## src/hw/rtl/tcw_pkg.sv

```systemverilog
// Shared types and constants of the text console writer.
// No dependencies; every other file of the block imports this package.
package tcw_pkg;

	localparam int MAX_COLUMNS = 128;
	localparam int MAX_ROWS    = 32;
	localparam int STORE_CELLS = MAX_COLUMNS * MAX_ROWS;

	localparam int COL_W   = 8;                       // screen_width field
	localparam int ROW_W   = 6;                       // screen_height field
	localparam int ATTR_W  = 8;
	localparam int CHAR_W  = 8;
	localparam int CELL_W  = ATTR_W + CHAR_W;
	localparam int ADDR_W  = $clog2(STORE_CELLS);     // cell index / cursor
	localparam int CNT_W   = ADDR_W + 1;              // holds the cell count itself
	localparam int REM_W   = $clog2(MAX_COLUMNS);     // remainder of cursor / width
	localparam int BIT_W   = $clog2(ADDR_W);          // divider step counter

	localparam int APB_ADDR_W = 4;
	localparam int APB_DATA_W = 32;

	localparam logic [CHAR_W-1:0] NEWLINE_CODE = 8'd10;
	localparam logic [CHAR_W-1:0] BLANK_CODE   = 8'd32;

	localparam logic [COL_W-1:0]  WIDTH_RESET  = 8'd80;
	localparam logic [ROW_W-1:0]  HEIGHT_RESET = 6'd25;
	localparam logic [ATTR_W-1:0] ATTR_RESET   = 8'd7;

	typedef enum logic [1:0] {
		REQ_PUT   = 2'd0,
		REQ_READ  = 2'd1,
		REQ_CLEAR = 2'd2
	} req_code_t;

	typedef enum logic [1:0] {
		REG_WIDTH  = 2'd0,
		REG_HEIGHT = 2'd1,
		REG_ATTR   = 2'd2
	} reg_idx_t;

	// Screen geometry as seen by the sequencer, derived from the registers.
	typedef struct packed {
		logic [COL_W-1:0]  width;      // 1..MAX_COLUMNS
		logic [CNT_W-1:0]  total;      // width * height
		logic [ADDR_W-1:0] last_row;   // start of the bottom row
		logic [ADDR_W-1:0] last_cell;  // total - 1
		logic [ATTR_W-1:0] attr;
	} geom_t;

	typedef struct packed {
		logic              we;
		logic [ADDR_W-1:0] addr;
		logic [CELL_W-1:0] data;
	} mem_wr_t;

endpackage

```

## src/hw/rtl/tcw_regs.sv

```systemverilog
// APB configuration registers and the screen geometry derived from them.
// Depends on tcw_pkg.
module tcw_regs
	import tcw_pkg::*;
(
	input  logic                  clk,
	input  logic                  arst_n,
	input  logic                  psel,
	input  logic                  penable,
	input  logic                  pwrite,
	input  logic [APB_ADDR_W-1:0] paddr,
	input  logic [APB_DATA_W-1:0] pwdata,
	output logic [APB_DATA_W-1:0] prdata,
	output logic                  pready,
	output geom_t                 geom
);

	logic [COL_W-1:0]  width_q;
	logic [ROW_W-1:0]  height_q;
	logic [ATTR_W-1:0] attr_q;
	logic [COL_W-1:0]  w_eff;
	logic [ROW_W-1:0]  h_eff;
	logic [COL_W+ROW_W-1:0] prod;
	logic              wr_en;
	reg_idx_t          idx;

	assign pready = 1'b1;
	assign wr_en  = psel && penable && pwrite && pready;
	assign idx    = reg_idx_t'(paddr[3:2]);

	always_ff @(posedge clk or negedge arst_n) begin
		if (!arst_n) begin
			width_q  <= WIDTH_RESET;
			height_q <= HEIGHT_RESET;
			attr_q   <= ATTR_RESET;
		end else if (wr_en) begin
			unique case (idx)
				REG_WIDTH:  width_q  <= pwdata[COL_W-1:0];
				REG_HEIGHT: height_q <= pwdata[ROW_W-1:0];
				REG_ATTR:   attr_q   <= pwdata[ATTR_W-1:0];
				default: ;
			endcase
		end
	end

	always_comb begin
		unique case (idx)
			REG_WIDTH:  prdata = APB_DATA_W'(width_q);
			REG_HEIGHT: prdata = APB_DATA_W'(height_q);
			REG_ATTR:   prdata = APB_DATA_W'(attr_q);
			default:    prdata = '0;
		endcase
	end

	// saturate the geometry to the store's shape
	always_comb begin
		priority if (width_q == '0)
			w_eff = COL_W'(1);
		else if (width_q > COL_W'(MAX_COLUMNS))
			w_eff = COL_W'(MAX_COLUMNS);
		else
			w_eff = width_q;

		priority if (height_q == '0)
			h_eff = ROW_W'(1);
		else if (height_q > ROW_W'(MAX_ROWS))
			h_eff = ROW_W'(MAX_ROWS);
		else
			h_eff = height_q;
	end

	assign prod           = w_eff * h_eff;
	assign geom.width     = w_eff;
	assign geom.total     = prod[CNT_W-1:0];
	assign geom.last_row  = ADDR_W'(prod[CNT_W-1:0] - CNT_W'(w_eff));
	assign geom.last_cell = ADDR_W'(prod[CNT_W-1:0] - CNT_W'(1));
	assign geom.attr      = attr_q;

endmodule

```

## config.mk

```make
export PLATFORM = sky130hd
export DESIGN_NAME = tcw_regs
export DESIGN_NICKNAME = d
export VERILOG_FILES = /design/src/hw/rtl/tcw_pkg.sv /design/src/hw/rtl/tcw_regs.sv
export SDC_FILE = /design/constraint.sdc
export NUM_CORES = 1
export LEC_CHECK = 0
export BUFFER_PORTS_ARGS = -buffer_cell sky130_fd_sc_hd__buf_2
export CAP_MARGIN = 20
export CORE_MARGIN = 8
export CORE_UTILIZATION = 30
export DETAILED_ROUTE_END_ITERATION = 16
export GPL_ROUTABILITY_DRIVEN = 0
export SLEW_MARGIN = 20
export SYNTH_ARGS = -nofsm -noshare
export SYNTH_HDL_FRONTEND = slang
export SYNTH_SLANG_ARGS = --single-unit
```

## constraint.sdc

```tcl
create_clock -name clk -period 7.6 [get_ports clk]
set_input_delay 0.76 -clock clk [delete_from_list [all_inputs] [get_ports clk]]
set_output_delay 0.76 -clock clk [all_outputs]
set_load 0.03 [all_outputs]
```

## After elaboration in Yosys (flattened, before gate mapping)

Cells that the tools add are included.

| storage, ports and cells | value |
|---|---|
| register bits | 22 |
| input port bits | 41 |
| output and inout port bits | 86 |
| word-level logic and storage cells | 23 |

| operators by class | value |
|---|---|
| add/sub/neg operators | 2 |
| $mul | 1 |
| magnitude comparators | 2 |
| equal/unequal tests | 2 |
| mux-type cells | 5 |
| reductions and logical operators | 8 |

Operators with widths:

| cell | count |
|---|---|
| $pmux 8 s3 | 1 |
| $mux 8 | 2 |
| $mul 8x6->13 | 1 |
| $mux 6 | 2 |
| $sub 12x1->12 const B | 1 |
| $sub 12x8->12 | 1 |
| $gt 8x8->1 const B | 1 |
| $logic_not 8->1 | 1 |
| $gt 6x6->1 const B | 1 |
| $logic_not 6->1 | 1 |
| $reduce_and 2->1 | 3 |
| $eq 2x1->1 const B | 1 |
| $eq 2x2->1 const B | 1 |
| $logic_and 1x1->1 | 2 |
| $logic_not 2->1 | 1 |

## Logic depth before layout (Yosys ltp)

Gate-level depths: netlist of the first run.

| logic depth | value |
|---|---|
| depth after elaboration | 5 |
| gate-level depth with buffers | 22 |
| depth with buffers taken out | 21 |

## Worst setup path after synthesis of the first run

Ideal clock, no wire load.

| timing | value |
|---|---|
| path kind | register -> output |
| start point | register width_q[4] |
| end point | output geom[31] (netlist name) |
| arrival | 6,043 ps |
| data required time | 6,840 ps |
| setup slack | 797 ps |
| stages on the path, launching flop included | 20 |
| buffers on the path | 0 |
| path through | dfstp_2 nor2b_1 inv_1 nor2_1 fa_1 inv_1 fa_1 fa_1 inv_1 ha_1 nor2b_1 o31a_1 a21oi_1 ha_1 o21ai_0 a21oi_1 or2_2 a211o_1 nor3_2 xor2_1 |

RTL lines:

| what | RTL line | text |
|---|---|---|
| start: declaration | tcw_regs.sv:18 | `logic [COL_W-1:0] width_q;` |
| start signal: assignment | tcw_regs.sv:38 | `REG_WIDTH: width_q <= pwdata[COL_W-1:0];` |
| end: declaration | tcw_regs.sv:15 | `output geom_t geom` |

==> results of run 1 <==
## stage by stage
| step | worst slack (ns) | util, % | hold slack (ns) | instance area, um2 |
|---|---|---|---|---|
| after CTS | 0.8883 | 35.47 | 0.4696 | 3679 |
| after floorplan | 0.7974 | - | 0.4644 | 3297 |
| after detailed placement | 1.185 | 34.94 | 0.5252 | 3623 |
| after global placement | 1.304 | 34.94 | 0.5118 | 3623 |
| after global routing | 0.5083 | 35.52 | 0.4842 | 3684 |
| final | 0.9348 | 35.52 | 0.4505 | 3684 |
## layer usage
layer / vias to the layer above / GRT usage (%) / routed length [um] / part of all wire (%)
met5: - / 0 / 0 / 0
met1: 1255 / 14.08 / 3721 / 47
met2: 82 / 19.18 / 3698 / 46
met3: 0 / 2.409 / 566 / 7.1
li1: 1302 / - / - / -
met4: 0 / 0.7026 / 0 / 0
## flip-flops by register name, indices dropped and copies added, names as in the netlist
name      cells
attr_q        8
width_q       8
height_q      6
## layout by cell type, fill, tap and decap left out, drive strengths merged, types with 2 or more instances in the layout
master   n
conb    25
dfrtp   14
xnor2   18
o21a     4
nor2b    8
nand2   31
nand2b   3
nor3     8
nor4     3
xor2    12
fa      24
dfstp    8
o21ai   14
a21o     2
nand3    4
o31a     2
mux2    21
nor3b    4
buf     75
clkbuf   4
ha      29
nor2    53
mux2i    8
inv     48
a21oi   13
or3      2
## final timing paths
check,start,endpoint,cells past startpoint,slack (ns)
max,height_q[5],geom[31],20,0.93
max in group asynchronous,arst_n,width_q[6],1,6.79
max reg2reg,width_q[7],width_q[7],2,6.58
min in group clk,attr_q[5],attr_q[5],1,0.56
min reg2reg,attr_q[5],attr_q[5],1,0.56
min,arst_n,attr_q[3],1,0.45
## cells by family after synthesis
family                     after synthesis  share of synthesized area (%)
adders and majority gates               53                          26.27
other                                    2                         0.2339
xor gates and xnor gates                30                          8.184
and+or+nand+nor                        117                          17.23
muxes                                   29                          9.860
AOI/OAI and AO/OA                       40                          8.223
DFF                                     22                          17.46
buffers and inverters                   80                          12.55
## final cells by class
type	count	area share (%)
Inverter	49	4.993
Clock buffer	4	1.495
Sequential cell	22	15.22
Timing Repair Buffer	75	10.19
Multi-Input combinational cell	294	63.49
Tap cell	136	4.620
==> impl_metrics.json, run 1 <==
{
  "synth-edff-count": 0,
  "grt_pass1_vias": 2780,
  "grt_max_degree": 23,
  "yosys_warnings": 0,
  "synth_seq_cells": 22,
  "crit_buf_inv": 4,
  "crit_chain": "clkinv_1, nand2_1, nor2_1, fa_1, inv_1, fa_1, fa_1, inv_1, ha_1, nor2b_1, o31a_1, a21oi_1, ha_1, o21ai_0, a21oi_1, or2_2, a211o_1, nor3_2, xor2_1, buf_2",
  "syn_area_mm2": 0.003211,
  "dp_hpwl_mm": 6.890,
  "ys_types": 45,
  "cts_setup_buffers": 0,
  "critPathRequiredTime_ns": 6.84,
  "ys.flop_type": "dfrtp_1",
  "cts_tree": "yes",
  "cts_resized": 0,
  "clk_pin_slew_ns": 0.08,
  "grt_pass1_wl_mm": 13.37,
  "clockBufferDepth": 2,
  "n_fill_cell": 1130,
  "status": "complete, no violations",
  "period_share_pct": 87.70,
  "numCtsBuffers": 3,
  "postCtsHoldBufs": 0,
  "period_needed_ns": 6.665,
  "end_kind": "output port",
  "initial_core_util_pct": 30.96,
  "ys_top_cells_by_count": "52 x nor2_1, 44 x inv_1, 30 x nand2_1",
  "die-width_um": 119.5,
  "clk_latency_ns": 0.26,
  "maxCapViolCount": 0,
  "synth_area_leaders": "fa_1 15%, ha_1 11%, dfrtp_1 11%",
  "hold_class": "in -> async",
  "dp_cells": 576,
  "io_buffers": 75,
  "ant_nets": 0,
  "wire_per_inst_um": 13.77,
  "clock-sinks": 22,
  "yosysSeqAreaShare_pct": 17.46,
  "crit_fanout": 10,
  "max_slew_margin_pct": 56.46,
  "worstSetupPathType": "reg -> out",
  "htreeDepth": 1,
  "die_h_um": 119.5,
  "skew_ns": 0,
  "path_common_cell": "fa_1",
  "fmax_mhz": 150.0,
  "netlist_instances": 373,
  "fin_nets": 539,
  "drt_wl_total_mm": 7.985,
  "ios": 127,
  "worst_pin_slew_ns": 0.6496,
  "finalHoldViolCount": 0,
  "antenna_found_initial": 0,
  "dr.pass1.iters": 6,
  "layout-drive-gt1-share_pct": 28.60,
  "yosys.area.top_type": "fa_1",
  "setup_viol": 0,
  "drc_errors": 0,
  "vias": 2639,
  "finalMaxSlewViolations": 0,
  "overflow": 0,
  "async_reset_ff_share_pct": 100.0,
  "worst_setup_path_start_kind": "flop",
  "cp_top_family": "adder cells",
  "coreArea_mm2": 0.01037,
  "core.rowCount": 37,
  "syn_area_per_cell_um2": 8.607,
  "multi_input_area_mm2": 0.002338,
  "first_iter_violations": 89,
  "grt_use_total_pct": 10.97,
  "cts-root-buf": "clkbuf_8",
  "via_per_inst": 4.550,
  "yosysMostFrequentCell": "nor2_1",
  "slowest_stage": "fa_1",
  "rsz0062_at_grt": "false",
  "die_area_mm2": 0.01427,
  "n_antenna_cell": 0,
  "ff_latch_area_um2": 560.5,
  "syn_to_final_growth_pct": 14.73,
  "max_stage_delay_ns": 0.55,
  "layout.cells.non_filler": 580,
  "arrival_ns": 5.91,
  "finalSetupTns_ns": 0,
  "synth_top_cell_area_share_pct": 14.96
}
Power of run 1 is not shown: default switching activity piles up to over one toggle a cycle in this logic, so the estimate is an artifact.
==> run 2, diff against run 1 <==
--- a/config.mk
+++ b/config.mk
@@ -5,11 +5,12 @@
 export SDC_FILE = /design/constraint.sdc
 export NUM_CORES = 1
 export LEC_CHECK = 0
-export BUFFER_PORTS_ARGS = -buffer_cell sky130_fd_sc_hd__buf_2
+export ABC_CLOCK_PERIOD_IN_PS = 7600
 export CAP_MARGIN = 20
 export CORE_MARGIN = 8
 export CORE_UTILIZATION = 30
 export DETAILED_ROUTE_END_ITERATION = 16
+export DONT_BUFFER_PORTS = 1
 export GPL_ROUTABILITY_DRIVEN = 0
 export SLEW_MARGIN = 20
 export SYNTH_ARGS = -nofsm -noshare
==> impl_metrics.json, run 2 (same netlist as run 1, synthesis figures left out) <==
{
  "status": "complete, no violations",
  "critPathCapture": "geom[31]",
  "worst_pin_slew_ns": 0.9699,
  "grt_pass1_vias": 2472,
  "vias": 2412,
  "r2r_start": "width_q[7]",
  "fin_nets": 478,
  "end_kind": "output port",
  "initial_core_util_pct": 30.96,
  "clockBufferDepth": 2,
  "setup_viol": 0,
  "hold_class": "in -> async",
  "clk_pin_slew_ns": 0.07,
  "postLayoutCoreUtil_pct": 32.78,
  "reg2reg_depth": 2,
  "largestRegisters": "attr_q: 8 flops, width_q: 8 flops, height_q: 6 flops",
  "layout-drive-gt1-share_pct": 16.71,
  "clk_latency_ns": 0.25,
  "period_share_pct": 88.68,
  "die-width_um": 119.5,
  "finalMaxSlewViolations": 0,
  "critPathLaunch": "width_q[7]",
  "clock-sinks": 22,
  "grt_pass1_wl_mm": 12.62,
  "htreeDepth": 1,
  "cts-root-buf": "clkbuf_8",
  "period_needed_ns": 6.740,
  "cts_setup_buffers": 0,
  "layout_commonest_cell": "nor2_1",
  "grt_use_total_pct": 10.55,
  "worst_setup_path_start_kind": "flop",
  "critPathRequiredTime_ns": 6.84,
  "rsz0062_at_grt": "false",
  "skew_ns": 0,
  "die_area_mm2": 0.01427,
  "first_iter_violations": 49,
  "antenna_found_initial": 0,
  "wire_per_inst_um": 15.25,
  "via_per_inst": 4.647,
  "final_cell_mix": "52 x nor2_1, 44 x inv_1, 30 x nand2_1, 29 x ha_1, 25 x conb_1",
  "finalHoldViolCount": 0,
  "dr.pass1.iters": 4,
  "core.rowCount": 37,
  "maxCapViolCount": 0,
  "die_h_um": 119.5,
  "drc_errors": 0,
  "max_slew_margin_pct": 34.66,
  "coreArea_mm2": 0.01037,
  "cts_resized": 0,
  "ant_nets": 0,
  "finalSetupTns_ns": 0,
  "n_antenna_cell": 0,
  "numCtsBuffers": 3,
  "arrival_ns": 5.98,
  "postCtsHoldBufs": 0,
  "overflow": 0,
  "syn_to_final_growth_pct": 5.885,
  "cts_tree": "yes",
  "ios": 127,
  "r2r_end": "width_q[7]",
  "worstSetupPathType": "reg -> out",
  "dp_hpwl_mm": 6.695,
  "reg2reg_setup_slack_ns": 6.33,
  "fmax_mhz": 148.4,
  "io_buffers": 0,
  "crit_fanout": 10,
  "grt_max_degree": 23,
  "whs_ns": 0.1902,
  "drt_wl_total_mm": 7.917
}
[run 2: worst min path at each step]
stage / start / endpoint / cells past startpoint / slack (ns)
3_5_place_dp: arst_n / width_q[0] / 0 / 0.47
6_report: arst_n / attr_q[3] / 0 / 0.19
3_3_place_gp: arst_n / attr_q[3] / 0 / 0.47
4_1_cts: arst_n / attr_q[7] / 0 / 0.18
5_1_grt: arst_n / attr_q[3] / 0 / 0.17
2_1_floorplan: arst_n / attr_q[3] / 0 / 0.46
[run 2: final cells by class]
type,instances,area [um2]
sequential,22,560.5
clock buffer,4,45.04
timing repair buffer,14,101.3
fill,1105,6970
tap,136,170.2
inverter,49,183.9
multi-input combinational,294,2338
[run 2: worst max-delay path, stage by stage, from the launching register on]
cell and delay, ns:
dfrtp_1 0.76, inv_2 0.24, nand2_1 0.37, nor2_1 0.13, fa_1 0.54, inv_1 0.05, fa_1 0.46, fa_1 0.54
inv_1 0.04, ha_1 0.33, nor2b_1 0.16, o31a_1 0.28, a21oi_1 0.14, buf_4 0.21, ha_1 0.29, o21ai_0 0.09
a21oi_1 0.05, or2_2 0.28, a211o_1 0.28, nor3_2 0.14, xor2_1 0.16, buf_4 0.18
[run 2: through the flow]
stage | worst slack [ns] | cells | area [um2]
floorplan | 0.7974 | 396 | 3297
global placement | 0.7158 | 513 | 3338
detailed placement | 0.7078 | 513 | 3338
CTS | 0.3982 | 517 | 3383
global route | 0.4847 | 519 | 3400
finish | 0.8601 | 519 | 3400
[run 2: per-layer routing]
metal / up-vias / GRT usage (%) / routed length (um)
met3: 0 / 3.779 / 844
met1: 1151 / 13.01 / 3434
li1: 1177 / - / -
met2: 84 / 17.99 / 3638
met5: - / 0 / 0
met4: 0 / 0.7026 / 0
Power of run 2 is left out for the same reason.
