===== src/hw/rtl/tcw_pkg.sv =====
// Shared types and constants of the text console writer.
// No dependencies; every other file of the block imports this package.
package tcw_pkg;

	localparam int MAX_COLUMNS = 128;
	localparam int MAX_ROWS    = 32;
	localparam int STORE_CELLS = MAX_COLUMNS * MAX_ROWS;

	localparam int COL_W   = 8;                       // screen_width field
	localparam int ROW_W   = 6;                       // screen_height field
	localparam int ATTR_W  = 8;
	localparam int CHAR_W  = 8;
	localparam int CELL_W  = ATTR_W + CHAR_W;
	localparam int ADDR_W  = $clog2(STORE_CELLS);     // cell index / cursor
	localparam int CNT_W   = ADDR_W + 1;              // holds the cell count itself
	localparam int REM_W   = $clog2(MAX_COLUMNS);     // remainder of cursor / width
	localparam int BIT_W   = $clog2(ADDR_W);          // divider step counter

	localparam int APB_ADDR_W = 4;
	localparam int APB_DATA_W = 32;

	localparam logic [CHAR_W-1:0] NEWLINE_CODE = 8'd10;
	localparam logic [CHAR_W-1:0] BLANK_CODE   = 8'd32;

	localparam logic [COL_W-1:0]  WIDTH_RESET  = 8'd80;
	localparam logic [ROW_W-1:0]  HEIGHT_RESET = 6'd25;
	localparam logic [ATTR_W-1:0] ATTR_RESET   = 8'd7;

	typedef enum logic [1:0] {
		REQ_PUT   = 2'd0,
		REQ_READ  = 2'd1,
		REQ_CLEAR = 2'd2
	} req_code_t;

	typedef enum logic [1:0] {
		REG_WIDTH  = 2'd0,
		REG_HEIGHT = 2'd1,
		REG_ATTR   = 2'd2
	} reg_idx_t;

	// Screen geometry as seen by the sequencer, derived from the registers.
	typedef struct packed {
		logic [COL_W-1:0]  width;      // 1..MAX_COLUMNS
		logic [CNT_W-1:0]  total;      // width * height
		logic [ADDR_W-1:0] last_row;   // start of the bottom row
		logic [ADDR_W-1:0] last_cell;  // total - 1
		logic [ATTR_W-1:0] attr;
	} geom_t;

	typedef struct packed {
		logic              we;
		logic [ADDR_W-1:0] addr;
		logic [CELL_W-1:0] data;
	} mem_wr_t;

endpackage


===== src/hw/rtl/tcw_if.sv =====
// Request and result channels of the text console writer.
// Depends on tcw_pkg for field widths.
interface tcw_req_if;
	import tcw_pkg::*;
	logic              valid;
	logic              ready;
	logic [1:0]        req_type;
	logic [CHAR_W-1:0] char_code;
	logic [ADDR_W-1:0] cell_index;

	modport source(output valid, req_type, char_code, cell_index, input ready);
	modport sink(input valid, req_type, char_code, cell_index, output ready);
endinterface

interface tcw_rsp_if;
	import tcw_pkg::*;
	logic              valid;
	logic              ready;
	logic [ADDR_W-1:0] cursor_pos;
	logic [CELL_W-1:0] cell_data;
	logic              scrolled;

	modport source(output valid, cursor_pos, cell_data, scrolled, input ready);
	modport sink(input valid, cursor_pos, cell_data, scrolled, output ready);
endinterface


===== src/hw/rtl/tcw_ctrl.sv =====
// Sequencer of the text console writer with its shared add/subtract unit:
// cursor division, placement compare, scroll copy, clear and reset sweeps.
// Depends on tcw_pkg and the tcw_req_if / tcw_rsp_if interfaces.
module tcw_ctrl
	import tcw_pkg::*;
(
	input  logic              clk,
	input  logic              arst_n,
	input  geom_t             geom,
	tcw_req_if.sink           req,
	tcw_rsp_if.source         rsp,
	output mem_wr_t           mem_wr,
	output logic [ADDR_W-1:0] mem_raddr,
	input  logic [CELL_W-1:0] mem_rdata
);

	typedef enum logic [3:0] {
		ST_INIT,
		ST_IDLE,
		ST_RD_ADDR,
		ST_RD_DATA,
		ST_PUT,
		ST_INC,
		ST_DIV,
		ST_NL_SUB,
		ST_NL_ADD,
		ST_PLACE,
		ST_SWEEP,
		ST_DRAIN,
		ST_DONE
	} state_t;

	typedef enum logic [1:0] {
		SW_ZERO,
		SW_CLEAR,
		SW_SCROLL
	} sweep_t;

	state_t            state_q;
	sweep_t            mode_q;
	logic [ADDR_W-1:0] cur_q;
	logic [CNT_W-1:0]  pos_q;
	logic [REM_W-1:0]  rem_q;
	logic [BIT_W-1:0]  bit_q;
	logic [ADDR_W-1:0] cnt_q;
	logic [ADDR_W-1:0] last_q;
	logic [CHAR_W-1:0] chr_q;
	logic [ADDR_W-1:0] idx_q;
	logic [CELL_W-1:0] data_q;
	logic              scr_q;

	logic              wr_vld_s1;
	logic [ADDR_W-1:0] wr_addr_s1;
	logic              wr_copy_s1;

	logic              out_vld_q;
	logic [ADDR_W-1:0] out_cur_q;
	logic [CELL_W-1:0] out_data_q;
	logic              out_scr_q;

	// shared add/subtract unit
	logic [CNT_W-1:0]  alu_a;
	logic [CNT_W-1:0]  alu_b;
	logic              alu_sub;
	logic [CNT_W:0]    alu_y;
	logic              alu_lt;

	logic [CELL_W-1:0] fill_cell;
	logic              out_load;

	always_comb begin
		alu_a   = '0;
		alu_b   = '0;
		alu_sub = 1'b1;
		unique case (state_q)
			ST_DIV: begin
				alu_a = CNT_W'({rem_q, cur_q[bit_q]});
				alu_b = CNT_W'(geom.width);
			end
			ST_NL_SUB: begin
				alu_a = CNT_W'(cur_q);
				alu_b = CNT_W'(rem_q);
			end
			ST_NL_ADD: begin
				alu_a   = pos_q;
				alu_b   = CNT_W'(geom.width);
				alu_sub = 1'b0;
			end
			ST_PUT: begin
				alu_a = CNT_W'(cur_q);
				alu_b = geom.total;
			end
			ST_INC: begin
				alu_a   = CNT_W'(cur_q);
				alu_b   = CNT_W'(1);
				alu_sub = 1'b0;
			end
			ST_PLACE: begin
				alu_a = pos_q;
				alu_b = geom.total;
			end
			ST_SWEEP: begin
				alu_a = CNT_W'(cnt_q);
				alu_b = CNT_W'(geom.last_row);
			end
			default: ;
		endcase
	end

	assign alu_y  = alu_sub ? ({1'b0, alu_a} - {1'b0, alu_b})
	                        : ({1'b0, alu_a} + {1'b0, alu_b});
	assign alu_lt = alu_y[CNT_W];

	assign fill_cell = (mode_q == SW_ZERO) ? '0 : {geom.attr, BLANK_CODE};

	// store ports: the put write and the sweep write never overlap
	always_comb begin
		if (state_q == ST_PUT) begin
			mem_wr.we   = alu_lt;
			mem_wr.addr = cur_q;
			mem_wr.data = {geom.attr, chr_q};
		end else begin
			mem_wr.we   = wr_vld_s1;
			mem_wr.addr = wr_addr_s1;
			mem_wr.data = wr_copy_s1 ? mem_rdata : fill_cell;
		end
	end

	assign mem_raddr = (state_q == ST_SWEEP) ? (cnt_q + ADDR_W'(geom.width)) : idx_q;

	assign req.ready      = (state_q == ST_IDLE);
	assign rsp.valid      = out_vld_q;
	assign rsp.cursor_pos = out_cur_q;
	assign rsp.cell_data  = out_data_q;
	assign rsp.scrolled   = out_scr_q;

	assign out_load = (state_q == ST_DONE) && (!out_vld_q || rsp.ready);

	always_ff @(posedge clk or negedge arst_n) begin
		if (!arst_n) begin
			state_q    <= ST_INIT;
			mode_q     <= SW_ZERO;
			cur_q      <= '0;
			pos_q      <= '0;
			rem_q      <= '0;
			bit_q      <= '0;
			cnt_q      <= '0;
			last_q     <= ADDR_W'(STORE_CELLS - 1);
			chr_q      <= '0;
			idx_q      <= '0;
			data_q     <= '0;
			scr_q      <= 1'b0;
			wr_vld_s1  <= 1'b0;
			wr_addr_s1 <= '0;
			wr_copy_s1 <= 1'b0;
			out_vld_q  <= 1'b0;
			out_cur_q  <= '0;
			out_data_q <= '0;
			out_scr_q  <= 1'b0;
		end else begin
			wr_vld_s1 <= (state_q == ST_SWEEP || state_q == ST_INIT);
			if (state_q == ST_SWEEP || state_q == ST_INIT) begin
				wr_addr_s1 <= cnt_q;
				wr_copy_s1 <= (mode_q == SW_SCROLL) && alu_lt;
			end

			if (out_load) begin
				out_vld_q  <= 1'b1;
				out_cur_q  <= cur_q;
				out_data_q <= data_q;
				out_scr_q  <= scr_q;
			end else if (rsp.ready) begin
				out_vld_q <= 1'b0;
			end

			unique case (state_q)
				ST_INIT, ST_SWEEP: begin
					if (cnt_q == last_q)
						state_q <= ST_DRAIN;
					else
						cnt_q <= cnt_q + ADDR_W'(1);
				end
				ST_IDLE: begin
					if (req.valid) begin
						chr_q  <= req.char_code;
						idx_q  <= req.cell_index;
						data_q <= '0;
						scr_q  <= 1'b0;
						unique case (req.req_type)
							REQ_PUT: begin
								if (req.char_code == NEWLINE_CODE) begin
									rem_q   <= '0;
									bit_q   <= BIT_W'(ADDR_W - 1);
									state_q <= ST_DIV;
								end else begin
									state_q <= ST_PUT;
								end
							end
							REQ_READ: state_q <= ST_RD_ADDR;
							REQ_CLEAR: begin
								mode_q  <= SW_CLEAR;
								cnt_q   <= '0;
								last_q  <= geom.last_cell;
								state_q <= ST_SWEEP;
							end
							default: state_q <= ST_DONE;
						endcase
					end
				end
				ST_RD_ADDR: state_q <= ST_RD_DATA;
				ST_RD_DATA: begin
					data_q  <= mem_rdata;
					state_q <= ST_DONE;
				end
				ST_PUT: state_q <= ST_INC;
				ST_INC: begin
					pos_q   <= alu_y[CNT_W-1:0];
					state_q <= ST_PLACE;
				end
				ST_DIV: begin
					// one restoring step of cursor / width; keep the remainder only
					rem_q <= alu_lt ? alu_a[REM_W-1:0] : alu_y[REM_W-1:0];
					if (bit_q == '0)
						state_q <= ST_NL_SUB;
					else
						bit_q <= bit_q - BIT_W'(1);
				end
				ST_NL_SUB: begin
					pos_q   <= alu_y[CNT_W-1:0];
					state_q <= ST_NL_ADD;
				end
				ST_NL_ADD: begin
					pos_q   <= alu_y[CNT_W-1:0];
					state_q <= ST_PLACE;
				end
				ST_PLACE: begin
					if (alu_lt) begin
						cur_q   <= pos_q[ADDR_W-1:0];
						state_q <= ST_DONE;
					end else begin
						scr_q   <= 1'b1;
						mode_q  <= SW_SCROLL;
						cnt_q   <= '0;
						last_q  <= geom.last_cell;
						state_q <= ST_SWEEP;
					end
				end
				ST_DRAIN: begin
					unique case (mode_q)
						SW_SCROLL: begin
							cur_q   <= geom.last_row;
							state_q <= ST_DONE;
						end
						SW_CLEAR: begin
							cur_q   <= '0;
							state_q <= ST_DONE;
						end
						default: state_q <= ST_IDLE;
					endcase
				end
				ST_DONE: begin
					if (out_load)
						state_q <= ST_IDLE;
				end
				default: state_q <= ST_IDLE;
			endcase
		end
	end

endmodule


===== src/flat_wrapper.sv =====
// flat-port wrapper written by rule: the top's interface ports become plain ports
module tcw_ctrl_flat import tcw_pkg::*;
  (clk, arst_n, geom, mem_wr, mem_raddr, mem_rdata, req_valid, req_req_type, req_char_code, req_cell_index, req_ready, rsp_valid, rsp_cursor_pos, rsp_cell_data, rsp_scrolled, rsp_ready);
  tcw_req_if req_i ();
  tcw_rsp_if rsp_i ();
  input  logic clk;
  input  logic arst_n;
  input  geom_t geom;
  output mem_wr_t mem_wr;
  output logic [ADDR_W-1:0] mem_raddr;
  input  logic [CELL_W-1:0] mem_rdata;
  input wire logic [$bits(req_i.valid)-1:0] req_valid;
  input wire logic [$bits(req_i.req_type)-1:0] req_req_type;
  input wire logic [$bits(req_i.char_code)-1:0] req_char_code;
  input wire logic [$bits(req_i.cell_index)-1:0] req_cell_index;
  output wire logic [$bits(req_i.ready)-1:0] req_ready;
  output wire logic [$bits(rsp_i.valid)-1:0] rsp_valid;
  output wire logic [$bits(rsp_i.cursor_pos)-1:0] rsp_cursor_pos;
  output wire logic [$bits(rsp_i.cell_data)-1:0] rsp_cell_data;
  output wire logic [$bits(rsp_i.scrolled)-1:0] rsp_scrolled;
  input wire logic [$bits(rsp_i.ready)-1:0] rsp_ready;
  assign req_i.valid = req_valid;
  assign req_i.req_type = req_req_type;
  assign req_i.char_code = req_char_code;
  assign req_i.cell_index = req_cell_index;
  assign req_ready = req_i.ready;
  assign rsp_valid = rsp_i.valid;
  assign rsp_cursor_pos = rsp_i.cursor_pos;
  assign rsp_cell_data = rsp_i.cell_data;
  assign rsp_scrolled = rsp_i.scrolled;
  assign rsp_i.ready = rsp_ready;
  tcw_ctrl u_core (.clk(clk), .arst_n(arst_n), .geom(geom), .req(req_i), .rsp(rsp_i), .mem_wr(mem_wr), .mem_raddr(mem_raddr), .mem_rdata(mem_rdata));
endmodule

===== config.mk =====
export PLATFORM = sky130hd
export DESIGN_NAME = tcw_ctrl_flat
export DESIGN_NICKNAME = d
export VERILOG_FILES = /design/src/hw/rtl/tcw_pkg.sv /design/src/hw/rtl/tcw_if.sv /design/src/hw/rtl/tcw_ctrl.sv /design/src/flat_wrapper.sv
export SDC_FILE = /design/constraint.sdc
export NUM_CORES = 1
export LEC_CHECK = 0
export ABC_AREA = 1
export BUFFER_PORTS_ARGS = -buffer_cell sky130_fd_sc_hd__buf_4
export CORE_UTILIZATION = 45
export CTS_BUF_LIST = sky130_fd_sc_hd__clkbuf_8
export DETAILED_ROUTE_END_ITERATION = 8
export PLACE_DENSITY_LB_ADDON = 0.3
export SKIP_CTS_REPAIR_TIMING = 1
export SYNTH_ARGS = -nofsm -noshare
export SYNTH_HDL_FRONTEND = slang
export SYNTH_SLANG_ARGS = --single-unit

===== constraint.sdc =====
create_clock -name clk -period 10 [get_ports clk]
set_input_delay 1 -clock clk [delete_from_list [all_inputs] [get_ports clk]]
set_output_delay 1 -clock clk [all_outputs]
set_load 0.02 [all_outputs]

# --- Word-level counts from Yosys, hierarchy flattened ---
# Index checks and enable logic that the tools add are counted.
op_classes:
  add_sub_neg: 5
  order_cmp: 1
  n_eq_ne: 30
  mux: 51
  reduce_logical: 32
ops:
  columns: ["op", "count"]
  rows:
  - ["$mux W12", 9]
  - ["$pmux W12 S2", 3]
  - ["$pmux W13 S5", 1]
  - ["$pmux W13 S4", 1]
  - ["$mux W16", 3]
  - ["$pmux W4 S11", 1]
  - ["$mux W4", 9]
  - ["$pmux W12 S3", 1]
  - ["$pmux W16 S2", 1]
  - ["$mux W29", 1]
  - ["$mux W7", 4]
  - ["$eq A4 B4 Y1 const B", 5]
  - ["$eq A4 B3 Y1 const B", 4]
  - ["$add A13 B13 Y14", 1]
  - ["$mux W14", 1]
  - ["$ne A2 B1 Y1 const B", 7]
  - ["$pmux W7 S2", 1]
  - ["$sub A13 B13 Y14", 1]
  - ["$add A12 B1 Y12 const B", 1]
  - ["$add A12 B8 Y12", 1]
  - ["$eq A12 B12 Y1", 1]
  - ["$pmux W4 S3", 1]
  - ["$reduce_and A4 Y1", 3]
  - ["$reduce_or A2 Y1", 6]
  - ["27 further kinds", 52]
totals:
  register_bits: 147
  inputBits: 95
  out_inout_bits: 72
  wordCells: 138

# --- Depth between registers and ports, before layout ---
# Gate-level depths: netlist of run 1.
depth:
  word_depth: 7
  mapped_depth: 27
  depth_no_buf: 25

# --- Least setup slack after synthesis of run 1 ---
# No wires, ideal clock.
synth_timing:
  path_type: "input to output"
  start: "input port geom[20] (netlist name)"
  end: "output port mem_wr[28] (netlist name)"
  arrival_time_ns: 3.866
  required_time_ns: 9.000
  path_slack_ns: 5.134
  path_stages: 18
  path_buffers: 1
  cell_sequence: "nand2_1 > nand3_1 > nor2_2 > ha_1 > nand3_1 > o21ai_0 > o21ai_0 > xor2_1 > ha_1 > nand2_1 > o211ai_1 > nand2_1 > nand3_1 > inv_1 > nand3_2 > nand2_4 > buf_4 > o21ai_0"
synth_lines:
  columns: ["item", "line", "rtl"]
  rows:
  - ["start, declared", "flat_wrapper.sv:8", "input geom_t geom;"]
  - ["end, declared", "flat_wrapper.sv:9", "output mem_wr_t mem_wr;"]

==> impl_metrics.tcl, run 1 <==
set metrics [dict create \
    io_pins 167 \
    async_flop_share_pct 100 \
    area_growth_pct 20.3 \
    status "complete, no violations" \
    syn_area_um2 8990 \
    drive_above_1_share_pct 18.3 \
    finClkSkew_ns 0.0178 \
    cts_buffers 17 \
    cts_sinks 147 \
    synth_area_per_cell_um2 7.39 \
    wl_um 28800 \
    fin_tns_setup_ns 0 \
    clk_path_buf_depth 2 \
    drv_slew 0 \
    fin_crit_ns 5.82 \
    mostFrequentLayoutCells "nand2_1 (365), buf_4 (170), inv_1 (142), dfrtp_1 (135), o21ai_0 (134)" \
    numPortBuffers 166 \
    yosysWarnings 0 \
    fin_ws_ns 4.18 \
    slowest_delay_ns 0.72 \
    coreArea_um2 19500 \
    cap_violations 0 \
    min_delay_path_depth 2 \
    drc_errors 0 \
    num_vias 8934 \
    overflow 0 \
    antenna_found_initial 0 \
    p_leak_uw 0.00551 \
    drt_iter0_drc 730 \
    grt_pass1_vias 8451 \
    drtPass1Iterations 6 \
    viasPerCell 5.45 \
    hold_class "flop to flop" \
    syn_nets 1344 \
    start_util_pct 46.0 \
    ant_nets 0 \
    crit_chain "inv_2, nor2_2, nand2_1, o21ai_1, nor2_1, nand2_1, nand2_1, nand2_1, nor2_1, xnor2_1, ha_1, inv_1, nor3_1, nand3_1, nand3_1, inv_1, nand3_2, nand2_4, o21ai_0, buf_4" \
    dp_worst_setup_slack_ns 4.70 \
    arrival_ns 4.82 \
    crit_path_start_kind "flop" \
    insertedDiodeCount 0 \
    fp.dieW_um 143 \
    grt_usage_pct 29.0 \
    grt_max_degree 85 \
    clkLatencyLatePin_ns 0.48 \
    finalHoldViolations 0 \
    layout.nets 1489 \
    worstSetupEndpointType "output port" \
    dp_hpwl_um 21500 \
    cp_common_cell "nand2_1" \
    wire_per_inst_um 17.5 \
    period_share_pct 58.2 \
    worst_slew_pin_slew_ns 1.23 \
    cp_data_required_time_ns 9.00 \
    synth-seq-cells 147 \
    fmax_ghz 0.172 \
    ir_worst_vdd_mv 0.180 \
    clockRootBuffer "clkbuf_8" \
    rsz0062_at_grt "false" \
    yosys.cell_types.count 45 \
    rows 51 \
    reg2reg_depth 20 \
    grt_pass1_wl_um 44700 \
    cp_max_fo 31 \
    postSynthCellCount 1217 \
    die_y_um 143 \
    gp_congestion 0.971 \
    timing.hold.ws_ns 0.475 \
    final_common_cell "nand2_1" \
    crit_type "flop to output port" \
    power_density_nw_per_um2 377 \
    synth_enable_flop_cells 0 \
    synthFlopType "dfrtp_1" \
    cts_tree "built" \
    slew_headroom_pct 17.9 \
    path_clk_slew_ns 0.09 \
    dieArea_um2 20500 \
    setup_violations 0 \
    ys_seq_area_share_pct 41.1 \
    htree_levels 4 \
    slowest_stage "nand2_1" \
]
## final cells by class
| cell class | count | area [µm²] |
|---|---|---|
| Clock buffer | 18 | 248 |
| Clock inverter | 14 | 158 |
| Fill cell | 1931 | 8710 |
| Inverter | 149 | 559 |
| Multi-Input combinational cell | 876 | 4540 |
| Sequential cell | 147 | 3690 |
| Tap cell | 265 | 332 |
| Timing Repair Buffer | 171 | 1290 |
## worst paths after layout
kind / to / startpoint / slack, ns
worst max-delay path: mem_wr[28] / u_core.state_q[3] / 4.18
worst min-delay path: u_core.last_q[6] / u_core.last_q[6] / 0.47
worst max register to register: u_core.mode_q[0] / u_core.state_q[3] / 5.27
worst min register to register: u_core.last_q[6] / u_core.last_q[6] / 0.47
max in group asynchronous: u_core.cnt_q[7] / arst_n / 8.13
min in group asynchronous: u_core.rsp.cursor_pos[3] / arst_n / 0.57
## per-layer routing
layer / track usage, % / share of wire (%) / wire length [µm] / vias up
li1: - / - / - / 4294
met1: 38.9 / 43 / 12400 / 4174
met2: 45.9 / 46 / 13100 / 402
met3: 4.93 / 8.3 / 2380 / 62
met4: 13.2 / 3.2 / 911 / 2
met5: 0 / 0.097 / 28 / -
## worst max-delay path: cells and delay by family (launching register included)
kind            cells  cell delay, ns
compound gates      2            0.80
buf+inv             4            0.40
fa+ha+maj           1            0.35
flops               1            0.50
xor+xnor            1            0.12
simple gates       12            2.17
## cell families after synthesis
| logic type | Yosys count | synth area share [%] |
|---|---|---|
| buffers and inverters | 194 | 8.50 |
| and+or+nand+nor | 559 | 26.8 |
| DFF | 147 | 41.1 |
| AOI/OAI and AO/OA | 248 | 15.4 |
| xor gates and xnor gates | 37 | 3.60 |
| adders and majority gates | 32 | 4.62 |
## cell usage after synthesis (19+ instances only)
master	n	share of area, %
ha_1	30	4.2
o22ai_1	25	1.7
xnor2_1	19	1.9
clkbuf_1	32	1.3
nand4_1	32	2.2
nand2_1	365	15
nor2_1	57	2.4
dfrtp_1	135	38
inv_1	142	5.9
a21oi_1	39	2.2
o21ai_0	134	7.5
nand3_1	63	3.5
## sequential cells by signal, indices dropped and copies added, names as in the netlist, 2 cells and up
name and count:
u_core.bit_q 4, u_core.chr_q 8, u_core.cnt_q 12, u_core.cur_q 12, u_core.data_q 16, u_core.idx_q 12
u_core.last_q 12, u_core.mode_q 2, u_core.pos_q 13, u_core.rem_q 7, u_core.rsp.cell_data 16, u_core.rsp.cursor_pos 12
u_core.state_q 4, u_core.wr_addr_s1 12
## stage by stage
step | instance area, µm² | util, % | instances | total power (µW)
floorplan | 8990 | - | 1217 | 2810
global placement | 10400 | 53.3 | 1608 | 3510
detailed placement | 10400 | 53.3 | 1608 | 3550
CTS | 10800 | 55.4 | 1640 | 4050
global route | 10800 | 55.4 | 1640 | 4410
finish | 10800 | 55.4 | 1640 | 4080
## power by group
part | total [µW] | switching (µW) | internal [µW]
clock network | 485 | 270 | 215
registers | 1030 | 175 | 854
logic | 2570 | 1700 | 867
Note: power is estimated with default switching activity, not from simulation.
==> run 2, diff against run 1 <==
clock period = 5.7 ns   (was 10 ns; I/O delays follow)
==> impl_metrics.tcl, run 2 (synthesis results as in run 1) <==
set metrics [dict create \
    grt_pass1_vias 8120 \
    cts_sinks 147 \
    drt_iter0_drc 829 \
    dieArea_um2 20500 \
    die_y_um 143 \
    wl_um 28300 \
    setup_violations 0 \
    grt_usage_pct 28.2 \
    arrival_ns 4.70 \
    drv_slew 0 \
    p_sw_uw 3710 \
    finalHoldViolations 0 \
    path_clk_slew_ns 0.09 \
    worst_slew_pin_slew_ns 1.23 \
    cts_buffers 17 \
    power_uw 7060 \
    comb_power_share_pct 62.9 \
    layout.nets 1490 \
    insertedDiodeCount 0 \
    cp_data_required_time_ns 5.13 \
    clk_path_buf_depth 2 \
    r2r_start "u_core.state_q[1]" \
    clockPowerShare_pct 11.4 \
    rows 51 \
    ant_nets 0 \
    power_density_nw_per_um2 653 \
    period_share_pct 92.4 \
    fp.dieW_um 143 \
    gp_congestion 1.08 \
    overflow 0 \
    htree_levels 4 \
    multi_input_area_um2 4540 \
    dp_hpwl_um 21400 \
    viasPerCell 5.47 \
    ir_worst_vdd_mv 0.366 \
    worstSetupEndpointType "output port" \
    status "complete, no violations" \
    fin_tns_setup_ns 0 \
    grt_max_degree 111 \
    drc_errors 0 \
    grt_pass1_wl_um 43300 \
    cp_max_fo 27 \
    placedCellCount 1609 \
    fin_crit_ns 5.27 \
    crit_path_start_kind "flop" \
    wire_per_inst_um 17.2 \
    cap_violations 0 \
    coreArea_um2 19500 \
    fin_ws_ns 0.432 \
    drtPass1Iterations 5 \
    design_area_um2 10800 \
    finClkSkew_ns 0.0160 \
    area_growth_pct 20.2 \
    p_leak_uw 0.00551 \
    numPortBuffers 166 \
    mostFrequentLayoutCells "nand2_1 (365), buf_4 (171), inv_1 (142), dfrtp_1 (135), o21ai_0 (134)" \
    hold_class "input port to asynchronous set/reset pin" \
    final_common_cell "nand2_1" \
    cts_tree "built" \
    antenna_found_initial 0 \
    num_vias 8971 \
    dpl_cell_area_um2 10400 \
    slew_headroom_pct 17.8 \
    rsz0062_at_grt "false" \
    clkLatencyLatePin_ns 0.48 \
    fmax_ghz 0.190 \
    switching_share_pct 52.5 \
    dp_worst_setup_slack_ns 1.01 \
    fin_cells 1641 \
    internal_power_uw 3350 \
    start_util_pct 46.0 \
    io_pins 167 \
    fillCellCount 1878 \
    startpoint "u_core.state_q[2]" \
    crit_type "flop to output port" \
    drive_above_1_share_pct 18.2 \
    clockRootBuffer "clkbuf_8" \
    pwr-share-seq_pct 25.6 \
    regArea_um2 3690 \
]
## run 2: cell count changes in the layout (fill, tap and decap cells not counted)
| cell | change |
|---|---|
| buf_4 | +1 |
| nor2_2 | -1 |
| nor2_1 | +1 |
| clkinv_4 | +2 |
| inv_6 | -1 |
| bufinv_16 | -1 |
## run 2: power groups by stage
stage / registers [µW] / clock network (µW) / logic [µW]
5_1_grt: 1860 / 860 / 4900
4_1_cts: 1800 / 818 / 4380
3_5_place_dp: 1820 / 0 / 4370
3_3_place_gp: 1800 / 0 / 4310
2_1_floorplan: 1830 / 0 / 3100
6_report: 1810 / 806 / 4440
## run 2: metal layers
layer / global-route usage (%) / routed length (µm) / up-vias
met5: 0 / 0 / -
met4: 14.2 / 1210 / 0
met3: 6.86 / 2740 / 87
met2: 42.3 / 12300 / 482
met1: 37.9 / 12000 / 4116
li1: - / - / 4286
## run 2: worst paths after layout
kind	end	slack, ns	depth (start not counted)
setup / recovery	mem_wr[28]	0.43	22
hold / removal	u_core.pos_q[5]	0.23	1
setup reg to reg	u_core.mode_q[1]	1.12	21
hold reg to reg	u_core.last_q[11]	0.47	2
max in group asynchronous	u_core.last_q[4]	4.34	2
min in group clk	u_core.idx_q[6]	0.29	3
## run 2: worst max-delay path, stage by stage, from the launching register on
cell and delay [ns]:
dfrtp_1 0.46, inv_2 0.09, nor2_2 0.07, nand2_4 0.23
nand2_2 0.23, nand2_1 0.12, nand2_1 0.08, nor2_2 0.17
ha_1 0.23, nand3_1 0.08, o21ai_0 0.37, o211ai_1 0.19
xnor2_1 0.17, ha_1 0.31, inv_1 0.08, nor3_1 0.28
nand3_1 0.12, nand3_1 0.15, inv_1 0.07, nand3_2 0.12
nand2_4 0.14, o21ai_0 0.27, buf_4 0.20
## run 2: cell type report
| class | instances | area share (%) |
|---|---|---|
| inverter | 149 | 5.18 |
| tap | 265 | 3.07 |
| multi-input combinational | 876 | 42.0 |
| clock inverter | 14 | 1.26 |
| clock buffer | 18 | 2.29 |
| timing repair buffer | 172 | 12.0 |
| sequential | 147 | 34.2 |
## run 2: metrics by stage
stage | hold slack [ns] | util [%]
2_1_floorplan | 0.274 | -
3_3_place_gp | 0.454 | 53.4
3_5_place_dp | 0.459 | 53.4
4_1_cts | 0.278 | 55.3
5_1_grt | 0.285 | 55.3
6_report | 0.229 | 55.3
